===== config.mk =====
export PLATFORM = sky130hd
export DESIGN_NAME = power_entry_authorization_fsm
export DESIGN_NICKNAME = d
export VERILOG_FILES = /design/src/peafsm_pkg.sv /design/src/power_entry_authorization_fsm.sv /design/src/peafsm_cfg.sv /design/src/peafsm_core.sv
export SDC_FILE = /design/constraint.sdc
export NUM_CORES = 2
export LEC_CHECK = 0
export BUFFER_PORTS_ARGS = -buffer_cell sky130_fd_sc_hd__buf_2
export CAP_MARGIN = 20
export CORE_MARGIN = 2
export CORE_UTILIZATION = 45
export DETAILED_ROUTE_END_ITERATION = 8
export PLACE_DENSITY = 0.62
export REMOVE_ABC_BUFFERS = 1
export SLEW_MARGIN = 25
export SYNTH_ARGS = -nofsm -noshare
export SYNTH_HDL_FRONTEND = slang
export SYNTH_SLANG_ARGS = --single-unit

===== constraint.sdc =====
create_clock -name clk -period 12.3 [get_ports clk]
set_input_delay 1.23 -clock clk [delete_from_list [all_inputs] [get_ports clk]]
set_output_delay 1.23 -clock clk [all_outputs]
set_load 0.005 [all_outputs]

===== src/peafsm_pkg.sv =====
// Package with shared types, codes and constants of the power entry interlock.
`timescale 1ns / 1ps
`default_nettype none
package peafsm_pkg;

	typedef enum logic [3:0] {
		ST_LOCK    = 4'd0,
		ST_WCHAL   = 4'd1,
		ST_ARMED   = 4'd2,
		ST_CLEAR   = 4'd3,
		ST_WREADY  = 4'd4,
		ST_READY   = 4'd5,
		ST_PEND    = 4'd6,
		ST_WACK    = 4'd7,
		ST_STARTED = 4'd8
	} state_t;

	typedef enum logic [2:0] {
		OP_SAMPLE  = 3'd0,
		OP_FRAME   = 3'd1,
		OP_CLEAR   = 3'd2,
		OP_CONFIRM = 3'd3,
		OP_PING    = 3'd4,
		OP_STOP    = 3'd5,
		OP_LOCAL   = 3'd6,
		OP_LINKERR = 3'd7
	} op_t;

	localparam logic [3:0] K_PREPARE    = 4'd0;
	localparam logic [3:0] K_READY      = 4'd1;
	localparam logic [3:0] K_ACK        = 4'd2;
	localparam logic [3:0] K_PING       = 4'd3;
	localparam logic [3:0] K_PONG       = 4'd4;
	localparam logic [3:0] K_STOP       = 4'd5;
	localparam logic [3:0] K_ABORT      = 4'd6;
	localparam logic [3:0] K_REQUEST    = 4'd7;
	localparam logic [3:0] K_DISARM_ACK = 4'd8;
	localparam logic [3:0] K_START      = 4'd9;

	localparam logic [1:0] REG_PREPARE  = 2'd0;
	localparam logic [1:0] REG_START    = 2'd1;
	localparam logic [1:0] REG_WATCHDOG = 2'd2;

	localparam int IN_BITS  = 176;
	localparam int OUT_BITS = 112;

	// One input item.
	typedef struct packed {
		logic [31:0] value;
		logic [63:0] frame_session;
		logic [3:0]  frame_kind;
		logic        start_button;
		logic        permit_seen;
		logic        hot_session;
		logic        hot_perm;
		logic        local_permit;
		logic        chain_ok;
		logic        rail_ok;
		logic [63:0] now_ms;
		logic [2:0]  operation;
	} item_t;

	// One result item.
	typedef struct packed {
		logic [3:0]  fsm_code;
		logic        accepted;
		logic [31:0] tx_value;
		logic [63:0] tx_session;
		logic [3:0]  tx_kind;
		logic        transmit;
		logic        wdi_pulse;
		logic        seen_clear;
		logic        permit_set;
		logic        chal_active;
		logic        stop_n;
	} result_t;

	// Window registers.
	typedef struct packed {
		logic [31:0] prepare_window;
		logic [31:0] start_window;
		logic [31:0] watchdog_window;
	} cfg_t;

	// Interlock state kept between items.
	typedef struct packed {
		state_t      fsm;
		logic [63:0] last_time;
		logic        time_fault;
		logic [63:0] cur_session;
		logic [63:0] prev_session;
		logic [31:0] cur_intent;
		logic [31:0] intent_counter;
		logic [31:0] pending_pong;
		logic [31:0] ping_counter;
		logic [31:0] peer_ping_last;
		logic        released_flag;
		logic        local_seen_flag;
		logic        hot_seen_flag;
		logic [31:0] epoch_lcl;
		logic [31:0] epoch_lnk;
		logic [31:0] local_fed_epoch;
		logic [31:0] link_fed_epoch;
		logic [63:0] feed_time;
		logic [63:0] due_time;
	} ctx_t;

endpackage
`default_nettype wire


===== src/power_entry_authorization_fsm.sv =====
// Top level of the source-side power entry interlock.
//
//   Port group     Dir  Bits  Contents
//   s_axis_*       in   176   one event: operation, time, signals, frame fields
//   m_axis_*       out  112   one result: pulses, frame to send, state code
//   APB            in/out 32  three window registers at 0x0, 0x4, 0x8
//
// An event is taken into an input register, worked out in one pass of logic
// and written to the result register; one event per cycle while the result
// register is empty or drained. The result register and the input register
// are parted, so an event may be taken while a result still waits. Reset
// leaves the interlock in lockout with all counters and windows at zero.
`timescale 1ns / 1ps
`default_nettype none
module power_entry_authorization_fsm (
	input  wire logic         clk,
	input  wire logic         arst_n,
	input  wire logic         s_axis_tvalid,
	output logic              s_axis_tready,
	// operation[2:0], now_ms[66:3], rail_ok[67], chain_ok[68], local_permit[69],
	// hot_perm[70], hot_session[71], permit_seen[72], start_button[73],
	// frame_kind[77:74], frame_session[141:78], value[173:142], zero fill to 175
	input  wire logic [peafsm_pkg::IN_BITS-1:0] s_axis_tdata,
	output logic              m_axis_tvalid,
	input  wire logic         m_axis_tready,
	// stop_n[0], chal_active[1], permit_set[2], seen_clear[3], wdi_pulse[4],
	// transmit[5], tx_kind[9:6], tx_session[73:10], tx_value[105:74],
	// accepted[106], fsm_code[110:107], zero fill to 111
	output logic [peafsm_pkg::OUT_BITS-1:0] m_axis_tdata,
	input  wire logic         psel,
	input  wire logic         penable,
	input  wire logic         pwrite,
	input  wire logic [3:0]   paddr,
	input  wire logic [31:0]  pwdata,
	output logic [31:0]       prdata,
	output logic              pready
);

	peafsm_pkg::cfg_t    cfg;
	peafsm_pkg::item_t   item_s1;
	logic                valid_s1;
	peafsm_pkg::ctx_t    ctx_q;
	peafsm_pkg::ctx_t    ctx_nxt;
	peafsm_pkg::result_t res_nxt;
	peafsm_pkg::result_t res_q;
	logic                out_valid_q;
	logic                adv;

	assign pready = 1'b1;

	peafsm_cfg u_cfg (
		.clk(clk), .arst_n(arst_n), .psel(psel), .penable(penable), .pwrite(pwrite),
		.paddr(paddr), .pwdata(pwdata), .prdata(prdata), .cfg(cfg)
	);

	peafsm_core u_core (.item(item_s1), .cfg(cfg), .cur(ctx_q), .nxt(ctx_nxt), .res(res_nxt));

	// Stage 1 moves into the result register when it is empty or being drained.
	assign adv = valid_s1 && (!out_valid_q || m_axis_tready);
	assign s_axis_tready = !valid_s1 || adv;

	// Input register.
	always_ff @(posedge clk or negedge arst_n) begin
		if (!arst_n) begin
			valid_s1 <= 1'b0;
		end else if (s_axis_tready) begin
			valid_s1 <= s_axis_tvalid;
		end
	end

	always_ff @(posedge clk) begin
		if (s_axis_tready && s_axis_tvalid) item_s1 <= peafsm_pkg::item_t'(s_axis_tdata[173:0]);
	end

	// Interlock state and result register.
	always_ff @(posedge clk or negedge arst_n) begin
		if (!arst_n) begin
			ctx_q <= '0;
			out_valid_q <= 1'b0;
		end else begin
			if (adv) ctx_q <= ctx_nxt;
			if (adv) out_valid_q <= 1'b1;
			else if (m_axis_tready) out_valid_q <= 1'b0;
		end
	end

	always_ff @(posedge clk) begin
		if (adv) res_q <= res_nxt;
	end

	assign m_axis_tvalid = out_valid_q;
	assign m_axis_tdata = {1'b0, res_q};

	// A lockout state never shows stop_n high.
	a_stop: assert property (@(posedge clk) disable iff (!arst_n)
		m_axis_tvalid |-> (m_axis_tdata[0] == (m_axis_tdata[110:107] != peafsm_pkg::ST_LOCK)))
		else $error("stop_n disagrees with state code");
	// A held result keeps its value while stalled.
	a_hold: assert property (@(posedge clk) disable iff (!arst_n)
		m_axis_tvalid && !m_axis_tready |=> $stable(m_axis_tdata))
		else $error("result changed while stalled");
	// Nothing is sent without the transmit flag.
	a_tx: assert property (@(posedge clk) disable iff (!arst_n)
		m_axis_tvalid && !m_axis_tdata[5] |-> m_axis_tdata[105:6] == '0)
		else $error("frame fields set without transmit");

endmodule
`default_nettype wire


===== src/peafsm_cfg.sv =====
// APB register file holding the three window registers.
`timescale 1ns / 1ps
`default_nettype none
module peafsm_cfg (
	input  wire logic                clk,
	input  wire logic                arst_n,
	input  wire logic                psel,
	input  wire logic                penable,
	input  wire logic                pwrite,
	input  wire logic [3:0]          paddr,
	input  wire logic [31:0]         pwdata,
	output logic [31:0]              prdata,
	output peafsm_pkg::cfg_t         cfg
);

	logic [1:0] idx;
	logic       wr;
	peafsm_pkg::cfg_t cfg_q;

	assign idx = paddr[3:2];
	assign wr  = psel && penable && pwrite;
	assign cfg = cfg_q;

	// Register writes.
	always_ff @(posedge clk or negedge arst_n) begin
		if (!arst_n) begin
			cfg_q <= '0;
		end else if (wr && paddr[1:0] == 2'b00) begin
			case (idx)
				peafsm_pkg::REG_PREPARE:  cfg_q.prepare_window  <= pwdata;
				peafsm_pkg::REG_START:    cfg_q.start_window    <= pwdata;
				peafsm_pkg::REG_WATCHDOG: cfg_q.watchdog_window <= pwdata;
				default: ;
			endcase
		end
	end

	// Register reads.
	always_comb begin
		prdata = '0;
		if (paddr[1:0] == 2'b00) begin
			case (idx)
				peafsm_pkg::REG_PREPARE:  prdata = cfg_q.prepare_window;
				peafsm_pkg::REG_START:    prdata = cfg_q.start_window;
				peafsm_pkg::REG_WATCHDOG: prdata = cfg_q.watchdog_window;
				default:                  prdata = '0;
			endcase
		end
	end

endmodule
`default_nettype wire


===== src/peafsm_core.sv =====
// Next-state and result logic for one event of the interlock.
`timescale 1ns / 1ps
`default_nettype none
module peafsm_core (
	input  wire peafsm_pkg::item_t   item,
	input  wire peafsm_pkg::cfg_t    cfg,
	input  wire peafsm_pkg::ctx_t    cur,
	output peafsm_pkg::ctx_t         nxt,
	output peafsm_pkg::result_t      res
);

	localparam logic [31:0] TOP32 = '1;

	logic disarmed;
	logic win_zero;

	assign disarmed = item.rail_ok && item.chain_ok && !item.local_permit &&
		!item.hot_perm && !item.hot_session;
	assign win_zero = (cfg.prepare_window == '0) || (cfg.start_window == '0) ||
		(cfg.watchdog_window == '0);

	// Sequential semantics of one event, written as a straight-line block.
	always_comb begin
		peafsm_pkg::ctx_t c;
		peafsm_pkg::result_t r;
		logic lock;
		logic timed;
		logic bad;
		logic [63:0] now;
		logic [63:0] sess;
		logic [31:0] val;
		logic [3:0] kind;
		logic [64:0] due_sum;
		logic [63:0] old_sess;
		c = cur;
		r = '0;
		lock = 1'b0;
		now = item.now_ms;
		sess = item.frame_session;
		val = item.value;
		kind = item.frame_kind;
		due_sum = '0;
		old_sess = cur.cur_session;
		timed = 1'b0;
		bad = 1'b0;

		// Sampling part, shared by every operation but stop and local progress.
		if (item.operation != peafsm_pkg::OP_STOP && item.operation != peafsm_pkg::OP_LOCAL) begin
			if (now < c.last_time) begin
				c.time_fault = 1'b1;
				lock = 1'b1;
			end else begin
				c.last_time = now;
				if (c.time_fault || !item.rail_ok || !item.chain_ok || win_zero) begin
					lock = 1'b1;
				end else if (c.fsm == peafsm_pkg::ST_LOCK) begin
					if (disarmed) begin
						c.fsm = peafsm_pkg::ST_WCHAL;
						c.feed_time = now;
					end
				end else begin
					timed = c.fsm == peafsm_pkg::ST_ARMED || c.fsm == peafsm_pkg::ST_CLEAR ||
						c.fsm == peafsm_pkg::ST_WREADY || c.fsm == peafsm_pkg::ST_PEND ||
						c.fsm == peafsm_pkg::ST_WACK;
					bad = (c.fsm <= peafsm_pkg::ST_READY &&
							(item.local_permit || item.hot_perm)) ||
						(c.fsm < peafsm_pkg::ST_WREADY && item.hot_session) ||
						(c.fsm >= peafsm_pkg::ST_WACK && (!item.local_permit ||
							!item.hot_perm || !item.hot_session)) ||
						(c.fsm >= peafsm_pkg::ST_READY && item.permit_seen &&
							!item.hot_perm) ||
						(c.fsm == peafsm_pkg::ST_PEND &&
							((c.local_seen_flag && !item.local_permit) ||
							(c.hot_seen_flag && !item.hot_perm))) ||
						(c.fsm > peafsm_pkg::ST_WREADY && !item.hot_session) ||
						(timed && now >= c.due_time) ||
						(now - c.feed_time >= {32'd0, cfg.watchdog_window});
					if (bad) lock = 1'b1;
				end
				if (!lock) begin
					if (c.fsm == peafsm_pkg::ST_READY) begin
						if (!item.start_button) c.released_flag = 1'b1;
						if (item.start_button && c.released_flag) begin
							due_sum = {1'b0, now} + {33'd0, cfg.start_window};
							if (c.intent_counter == TOP32 || due_sum[64]) begin
								lock = 1'b1;
							end else begin
								c.due_time = due_sum[63:0];
								c.intent_counter = c.intent_counter + 32'd1;
								c.cur_intent = c.intent_counter;
								c.released_flag = 1'b0;
								c.local_seen_flag = 1'b0;
								c.hot_seen_flag = 1'b0;
								c.fsm = peafsm_pkg::ST_PEND;
								r.permit_set = 1'b1;
							end
						end
					end else if (c.fsm == peafsm_pkg::ST_PEND) begin
						if (item.local_permit) c.local_seen_flag = 1'b1;
						if (item.hot_perm) c.hot_seen_flag = 1'b1;
						if (item.local_permit && item.hot_perm && item.hot_session) begin
							c.fsm = peafsm_pkg::ST_WACK;
							r.transmit = 1'b1;
							r.tx_kind = peafsm_pkg::K_REQUEST;
							r.tx_session = c.cur_session;
							r.tx_value = c.cur_intent;
						end
					end
				end
				if (!lock && c.fsm != peafsm_pkg::ST_LOCK &&
						c.epoch_lcl != c.local_fed_epoch &&
						(c.fsm == peafsm_pkg::ST_WCHAL || c.epoch_lnk != c.link_fed_epoch)) begin
					c.local_fed_epoch = c.epoch_lcl;
					c.link_fed_epoch = c.epoch_lnk;
					c.feed_time = now;
					r.wdi_pulse = 1'b1;
				end
			end
		end

		// Operation-specific part.
		if (!lock) begin
			case (peafsm_pkg::op_t'(item.operation))
				peafsm_pkg::OP_SAMPLE: ;
				peafsm_pkg::OP_FRAME: begin
					if (kind == peafsm_pkg::K_STOP || kind == peafsm_pkg::K_ABORT) begin
						lock = 1'b1;
					end else if (c.fsm == peafsm_pkg::ST_LOCK) begin
						lock = 1'b0;
					end else if (kind == peafsm_pkg::K_PREPARE) begin
						due_sum = {1'b0, now} + {33'd0, cfg.prepare_window};
						if (c.fsm != peafsm_pkg::ST_WCHAL || sess <= c.prev_session ||
								val != '0 || !disarmed || due_sum[64]) begin
							lock = 1'b1;
						end else begin
							c.due_time = due_sum[63:0];
							c.cur_session = sess;
							c.prev_session = sess;
							c.fsm = peafsm_pkg::ST_ARMED;
						end
					end else if (sess != c.cur_session || c.cur_session == '0) begin
						lock = 1'b1;
					end else if (kind == peafsm_pkg::K_READY && c.fsm == peafsm_pkg::ST_WREADY &&
							val == '0 && item.hot_session && !item.local_permit &&
							!item.hot_perm) begin
						c.fsm = peafsm_pkg::ST_READY;
						c.released_flag = 1'b0;
						if (c.epoch_lnk == TOP32) lock = 1'b1;
						else c.epoch_lnk = c.epoch_lnk + 32'd1;
					end else if (kind == peafsm_pkg::K_ACK && c.fsm == peafsm_pkg::ST_WACK &&
							val == c.cur_intent && now < c.due_time && item.local_permit &&
							item.hot_perm && item.hot_session) begin
						c.fsm = peafsm_pkg::ST_STARTED;
						if (c.epoch_lnk == TOP32) begin
							lock = 1'b1;
						end else begin
							c.epoch_lnk = c.epoch_lnk + 32'd1;
							r.transmit = 1'b1;
							r.tx_kind = peafsm_pkg::K_START;
							r.tx_session = c.cur_session;
							r.tx_value = c.cur_intent;
						end
					end else if (kind == peafsm_pkg::K_PING && val > c.peer_ping_last &&
							c.fsm >= peafsm_pkg::ST_READY) begin
						c.peer_ping_last = val;
						if (c.epoch_lnk == TOP32) begin
							lock = 1'b1;
						end else begin
							c.epoch_lnk = c.epoch_lnk + 32'd1;
							r.transmit = 1'b1;
							r.tx_kind = peafsm_pkg::K_PONG;
							r.tx_session = c.cur_session;
							r.tx_value = val;
						end
					end else if (kind == peafsm_pkg::K_PONG && val != '0 &&
							val == c.pending_pong) begin
						c.pending_pong = '0;
						if (c.epoch_lnk == TOP32) lock = 1'b1;
						else c.epoch_lnk = c.epoch_lnk + 32'd1;
					end else begin
						lock = 1'b1;
					end
				end
				peafsm_pkg::OP_CLEAR: begin
					if (c.fsm != peafsm_pkg::ST_ARMED || !disarmed || now >= c.due_time) begin
						lock = 1'b1;
					end else begin
						c.fsm = peafsm_pkg::ST_CLEAR;
						r.seen_clear = 1'b1;
						r.accepted = 1'b1;
					end
				end
				peafsm_pkg::OP_CONFIRM: begin
					if (c.fsm != peafsm_pkg::ST_CLEAR || !disarmed || item.permit_seen ||
							now >= c.due_time) begin
						lock = 1'b1;
					end else begin
						c.fsm = peafsm_pkg::ST_WREADY;
						r.transmit = 1'b1;
						r.tx_kind = peafsm_pkg::K_DISARM_ACK;
						r.tx_session = c.cur_session;
						r.tx_value = '0;
						r.accepted = 1'b1;
					end
				end
				peafsm_pkg::OP_PING: begin
					if (c.fsm >= peafsm_pkg::ST_READY && c.pending_pong == '0 &&
							c.ping_counter != TOP32) begin
						c.ping_counter = c.ping_counter + 32'd1;
						c.pending_pong = c.ping_counter;
						r.transmit = 1'b1;
						r.tx_kind = peafsm_pkg::K_PING;
						r.tx_session = c.cur_session;
						r.tx_value = c.ping_counter;
						r.accepted = 1'b1;
					end
				end
				peafsm_pkg::OP_STOP: lock = 1'b1;
				peafsm_pkg::OP_LOCAL: begin
					if (c.fsm != peafsm_pkg::ST_LOCK && val > c.epoch_lcl)
						c.epoch_lcl = val;
				end
				default: lock = 1'b1;
			endcase
		end

		// Lockout clears the session and all pulses; a stop reports an open session.
		if (lock) begin
			c.fsm = peafsm_pkg::ST_LOCK;
			c.cur_session = '0;
			c.cur_intent = '0;
			c.pending_pong = '0;
			c.released_flag = 1'b0;
			c.local_seen_flag = 1'b0;
			c.hot_seen_flag = 1'b0;
			c.local_fed_epoch = c.epoch_lcl;
			c.link_fed_epoch = c.epoch_lnk;
			r = '0;
			if (item.operation == peafsm_pkg::OP_STOP && old_sess != '0) begin
				r.transmit = 1'b1;
				r.tx_kind = peafsm_pkg::K_STOP;
				r.tx_session = old_sess;
			end
		end
		r.stop_n = c.fsm != peafsm_pkg::ST_LOCK;
		r.chal_active = c.fsm == peafsm_pkg::ST_ARMED || c.fsm == peafsm_pkg::ST_CLEAR;
		r.fsm_code = c.fsm;
		nxt = c;
		res = r;
	end

endmodule
`default_nettype wire


# After elaboration in Yosys (flattened, before gate mapping)
# Index checks and enable logic that the tools add are counted.
word_totals:
  out_inout_bits: 147
  wordCells: 450
  in_bits: 219
  register_bits: 999
op_classes:
  n_addsub: 6
  reduce_logical: 138
  bitwise_logic: 15
  n_lt_le_gt_ge: 14
  n_eq_ne: 57
  n_mux: 173
ops:
  columns: ["op", "n"]
  rows:
  - ["two-way mux 64 bit", 23]
  - ["two-way mux 101 bit", 14]
  - ["two-way mux 128 bit", 7]
  - ["two-way mux 32 bit", 27]
  - ["two-way mux 102 bit", 4]
  - ["two-way mux 192 bit", 2]
  - ["one-hot mux 101 bit (3 select lines)", 1]
  - ["two-way mux 33 bit", 5]
  - ["zero test 32 bit", 5]
  - ["two-way mux 69 bit", 2]
  - ["adder 64 x 32 -> 65 bit", 2]
  - ["greater-or-equal comparator 64 bit", 2]
  - ["less-than comparator 64 bit", 2]
  - ["two-way mux 97 bit", 1]
  - ["adder 32 x 1 -> 32 bit (second input constant)", 3]
  - ["two-way mux 4 bit", 24]
  - ["one-hot mux 32 bit (3 select lines)", 1]
  - ["two-way mux 74 bit", 1]
  - ["two-way mux 68 bit", 1]
  - ["== test 32 bit", 2]
  - ["== test 32 bit (second input constant)", 2]
  - ["greater-or-equal comparator 64 x 32 -> 1 bit", 1]
  - ["greater-than comparator 32 bit", 2]
  - ["less-or-equal comparator 64 bit", 1]
  - ["52 further kinds", 268]

# Logic depth before layout (Yosys ltp)
depth:
  ltp_word: 47
  ltp_mapped: 52
  ltp_nobuf: 48

# Modules after synthesis
# A second synthesis with hierarchy kept.
hier_totals:
  cells_unflattened: 7400
  area_unflattened_um2: 71023.1
modules_own_cells:
  columns: ["mod", "instances", "cells_each", "seq_area_each_um2", "area_per_inst_um2"]
  rows:
  - ["peafsm_core", 1, 5449, 0.0, 34473.1]
  - ["power_entry_authorization_fsm", 1, 1598, 24023.0, 31954.4]
  - ["peafsm_cfg", 1, 353, 2402.3, 4595.7]

# Least setup slack after synthesis
# OpenSTA, ideal clock, no wires.
synth_path:
  kind: "flip-flop to flip-flop"
  start: "reg item_s1[3] (netlist bit)"
  end: "reg ctx_q[132] (netlist bit)"
  setup_slack_ps: 1662
  path_stages_with_launch: 51
  required_ps: 12172
  path_buffers: 3
  t_arrival_ps: 10510
  synth_period_minus_slack_ps: 10638
  setup_ps: 128
  cell_sequence: "edfxtp_1 inv_1 ha_1 inv_1 fa_1 a211oi_2 o211ai_1 a21oi_2 nor3b_1 a311o_1 a21o_1 a21o_1 a21oi_1 o21bai_1 xor2_1 ha_1 nand4_1 a21oi_1 [... 15 more ...] a21o_1 a21o_1 a21o_1 a21oi_1 nor2b_1 o21ai_0 a21boi_0 nor4_1 o211ai_1 a21o_1 a2111oi_2 nand4_1 a211oi_2 o21ai_1 buf_2 o21ai_4 buf_4 mux2_1"
synth_via:
  elab_chain_len: 31
  elab_cells_between_ends: 107
  classes_between: "add/sub (3); order compare (6); eq/ne (8); mux (55); reduce/logical (35)"
synth_lines:
  columns: ["element", "line", "source"]
  rows:
  - ["start: declaration", "power_entry_authorization_fsm.sv:40", "peafsm_pkg::item_t item_s1;"]
  - ["start signal: assignment", "power_entry_authorization_fsm.sv:72", "if (s_axis_tready && s_axis_tvalid) item_s1 <= peafsm_pkg::item_t'(s_axis_tdata[173:0]);"]
  - ["branches (longest 31 deep; another with subtractor 64 bit)", null, null]
  - ["end signal: assignment", "power_entry_authorization_fsm.sv:81", "if (adv) ctx_q <= ctx_nxt;"]
  - ["end: declaration", "power_entry_authorization_fsm.sv:42", "peafsm_pkg::ctx_t ctx_q;"]
# Several ways; the timed one is not identified. The select of a mux whose other input is x is not followed.
# A chain may end at the register's enable or synchronous reset.

# Worst setup path in the final report
layout_path:
  start: "reg item_s1[3] (netlist bit)"
  end: "reg ctx_q[153] (netlist bit)"
# Same word-level chain as after synthesis.

==> run summary <==
Post-synthesis cell type count - 95
Syn Inst Count - 6642
1st-iter DRT viols - 5179
Hold buffers post-CTS - 0
CP Max Fanout - 32
Initial Util - 0.4525
Yosys warnings - 0
Boundary pin count - 366
Final ANT Viol Nets - 0
Port-buffer cells - 361
Synthesized area - 0.06206 mm²
Area post-placement - 0.06627 mm²
#FFs+latches synth - 999
Critical Path Source Type - register
Largest family of logic cells by synthesized area - compound AO/OA/AOI/OAI gates
Final Cell Area - 0.07019 mm²
Dpl hpwl - 147000 µm
Clock tree buffer depth - 3
Synth Area in Adders - 0.09794
Setup TNS - 0 ns
Core ar. - 0.1372 mm²
Crit share post-route - 0.9592
Post-synthesis async set-or-reset flop share - 0.7147
Final wirelength - 198300 µm
Most used cell along the critical path - a21o_1
Status - finished clean
Vias in the first global route - 49510
Post-synthesis mux area share - 0.04439
Num rows - 136
Compound-Gate Fraction of Synth Area - 0.1574
Met2 usage - 0.4361
Ys flop type - dfrtp_1
Drt drc - 0
First-pass GRT wire length - 302200 µm
Post-synth EDFFs - 285
Clock slew at reported path FFs - 0.06 ns
Clock Latency Late Sink - 0.77 ns
Vias - 51520
CP Class - register to register
Post-synth top area cell - dfrtp_1
Drt pass-1 iters - 8
TritonCTS clock tree - built
Static leakage - 0.03127 µW
GR peak layer - met2
VDD IR max - 107.7 µV
Top cells by area, synth - dfrtp_1 29%, edfxtp_1 14%, ha_1 9.7%
Vias per cell - 5.811
GRT Total Usage - 0.2771
Layout area overhead - 13.09%
Die Y-Extent - 375.4 µm
Critical Path Max Stage Delay - 0.51 ns
Clock sinks - 999
Avg Cell Area, Syn - 9.344 µm²
Final setup fails - 0
Global route overflow - 0
CTS H-tree lvls - 3
Fmax - 84.76 MHz
Arrival time worst endpoint - 12.41 ns
Met3 Usage GRT - 0.04026
Die Area - 0.1409 mm²
Avg WL per Cell - 22.37 µm
Worst Clk Skew - 0.05547 ns
Share of the synthesized area in the top cell type - 0.2879
Seq/Total Area, Yosys - 0.4258
Tmin final - 11.80 ns
Slew margin rel. - 0.2376
RePlAce Congestion - 1.003
Root Driver - clkbuf_16
Worst Hold Class - input pin to async pin
Largest net degree at the start of global routing - 160
Layout cells sized above 1 - 0.1250
Max Slew Vio Count - 0
P per Cell Area - 117.7 mW/mm²
Crit-path slowest cell - a311o_1
Final #Nets - 7670
Initial antenna violation count - 14
Met1 Usage GRT - 0.3920
Crit. End Element - register
Maxcap violations - 0
Total CTS buffers - 113
Die W - 375.4 µm
Measured slew at the worst slew-check pin - 1.133 ns
Synth Area in Simple Gates - 0.1572
Synth Area in XOR/XNOR - 0.06717
Final hold violations - 0
Worst EP required - 12.91 ns
[layout by cell type (no fill, tap or decap), drive strengths merged, types with 145 or more instances in the layout]
cell type    n
a21oi      426
buf        512
clkbuf     147
dfrtp      714
edfxtp     285
ha         481
inv        513
mux2       178
nand2      612
nand3      145
nand4      160
nor2       465
o21ai      582
xnor2      287
xor2       189
[cell usage after synthesis (10+ instances only)]
master and instances:
nand3_1 145, a221oi_1 16, dfrtp_1 714, clkbuf_1 256, buf_2 12, o21a_1 52, o2111ai_1 10, o211ai_1 36
a2111oi_0 20, mux2i_1 75, nor3_1 113, inv_1 510, o21bai_1 31, nor4_1 119, o22ai_1 28, nand2_1 612
o21ai_0 567, a31oi_1 32, nor2_1 465, or3_1 24, a22oi_1 24, a211oi_1 43, o31ai_1 18, or4_1 18
o2bb2ai_1 25, mux2_1 63, or2_2 20, xor2_1 189, ha_1 481, and4_1 15, nor2b_1 56, and2_1 95
a21o_1 142, mux2_2 115, a32oi_1 10, a21oi_1 423, buf_1 26, edfxtp_1 285, xnor2_1 287, nand2b_1 70
and3_1 62, nand4_1 160, o21ai_1 14, a211o_1 10
[power by group]
part	switching [µW]	leakage, µW	internal, µW
Clock	1450	0.00184	1970
Sequential	149	0.0111	3550
Combinational	700	0.0183	437
[timing repair]
action                                  4_1_cts  5_1_grt
cloned                                        0        2
buffers inserted                              0        4
resized for setup                             1       14
endpoints found under the setup margin       64      340
endpoints found under the hold margin         0        0
pin swaps                                     0        5
[critical path, delay by kind of cell, from the launching register on]
kind	cells	cell delay, ns
AO/OA/AOI/OAI	23	4.55
AND/OR/NAND/NOR	14	3.23
buffers and inverters	8	1.41
adder cells (fa/ha/maj)	4	1.20
multiplexers	2	0.63
flip-flops	1	0.39
XOR/XNOR	1	0.15
[state kept, by name, indices dropped and copies added, names as in the netlist]
signal,cells
m_axis_tdata,111
item_s1,174
valid_s1,1
m_axis_tvalid,1
ctx_q,616
u_cfg.cfg,96
[final timing paths]
check	endpoint	slack (ns)	startpoint	cells after the start
setup / recovery	ctx_q[153]	0.50	item_s1[3]	52
min in group clk	ctx_q[547]	0.46	ctx_q[547]	2
max in group asynchronous	ctx_q[471]	9.73	arst_n	3
hold reg to reg	ctx_q[547]	0.46	ctx_q[547]	2
setup reg to reg	ctx_q[153]	0.50	item_s1[3]	52
hold / removal	u_cfg.cfg[32]	0.45	arst_n	1
[per-stage QoR]
stage               setup slack, ns  hold slack, ns  cells    util  total power, µW
floorplan                    -1.248          0.4242   6339       -             4388
global placement             0.1253          0.4473   8639  0.4831             4855
detailed placement        -0.009496          0.4497   8639  0.4832             4873
CTS                         0.06979          0.4552   8853  0.5104             8320
global route               -0.06939          0.4832   8862  0.5117             8596
finish                       0.5017          0.4473   8866  0.5117             8260
[layer usage]
| layer | vias to the layer above | part of all wire |
|---|---|---|
| met5 | - | 0.00022 |
| met4 | 6 | 0.033 |
| met3 | 355 | 0.067 |
| met2 | 1730 | 0.45 |
| met1 | 25180 | 0.45 |
| li1 | 24250 | - |
[cell type report]
| class | instances | area, µm² |
|---|---|---|
| antenna | 6 | 15.01 |
| fill | 12680 | 66970 |
| clock buffer | 146 | 3114 |
| tap | 1794 | 2245 |
| sequential | 999 | 26430 |
| inverter | 510 | 1922 |
| multi-input combinational | 4830 | 32720 |
| timing repair buffer | 513 | 3118 |
| clock inverter | 68 | 623.1 |
[logic make-up after synthesis]
| family | count (synthesis) |
|---|---|
| and+or+nand+nor | 2013 |
| AOI/OAI and AO/OA | 1602 |
| DFF | 999 |
| buffers and inverters | 813 |
| adders and majority gates | 484 |
| xor gates and xnor gates | 476 |
| muxes | 253 |
| other | 2 |
Power figures use the tool's default switching activity.
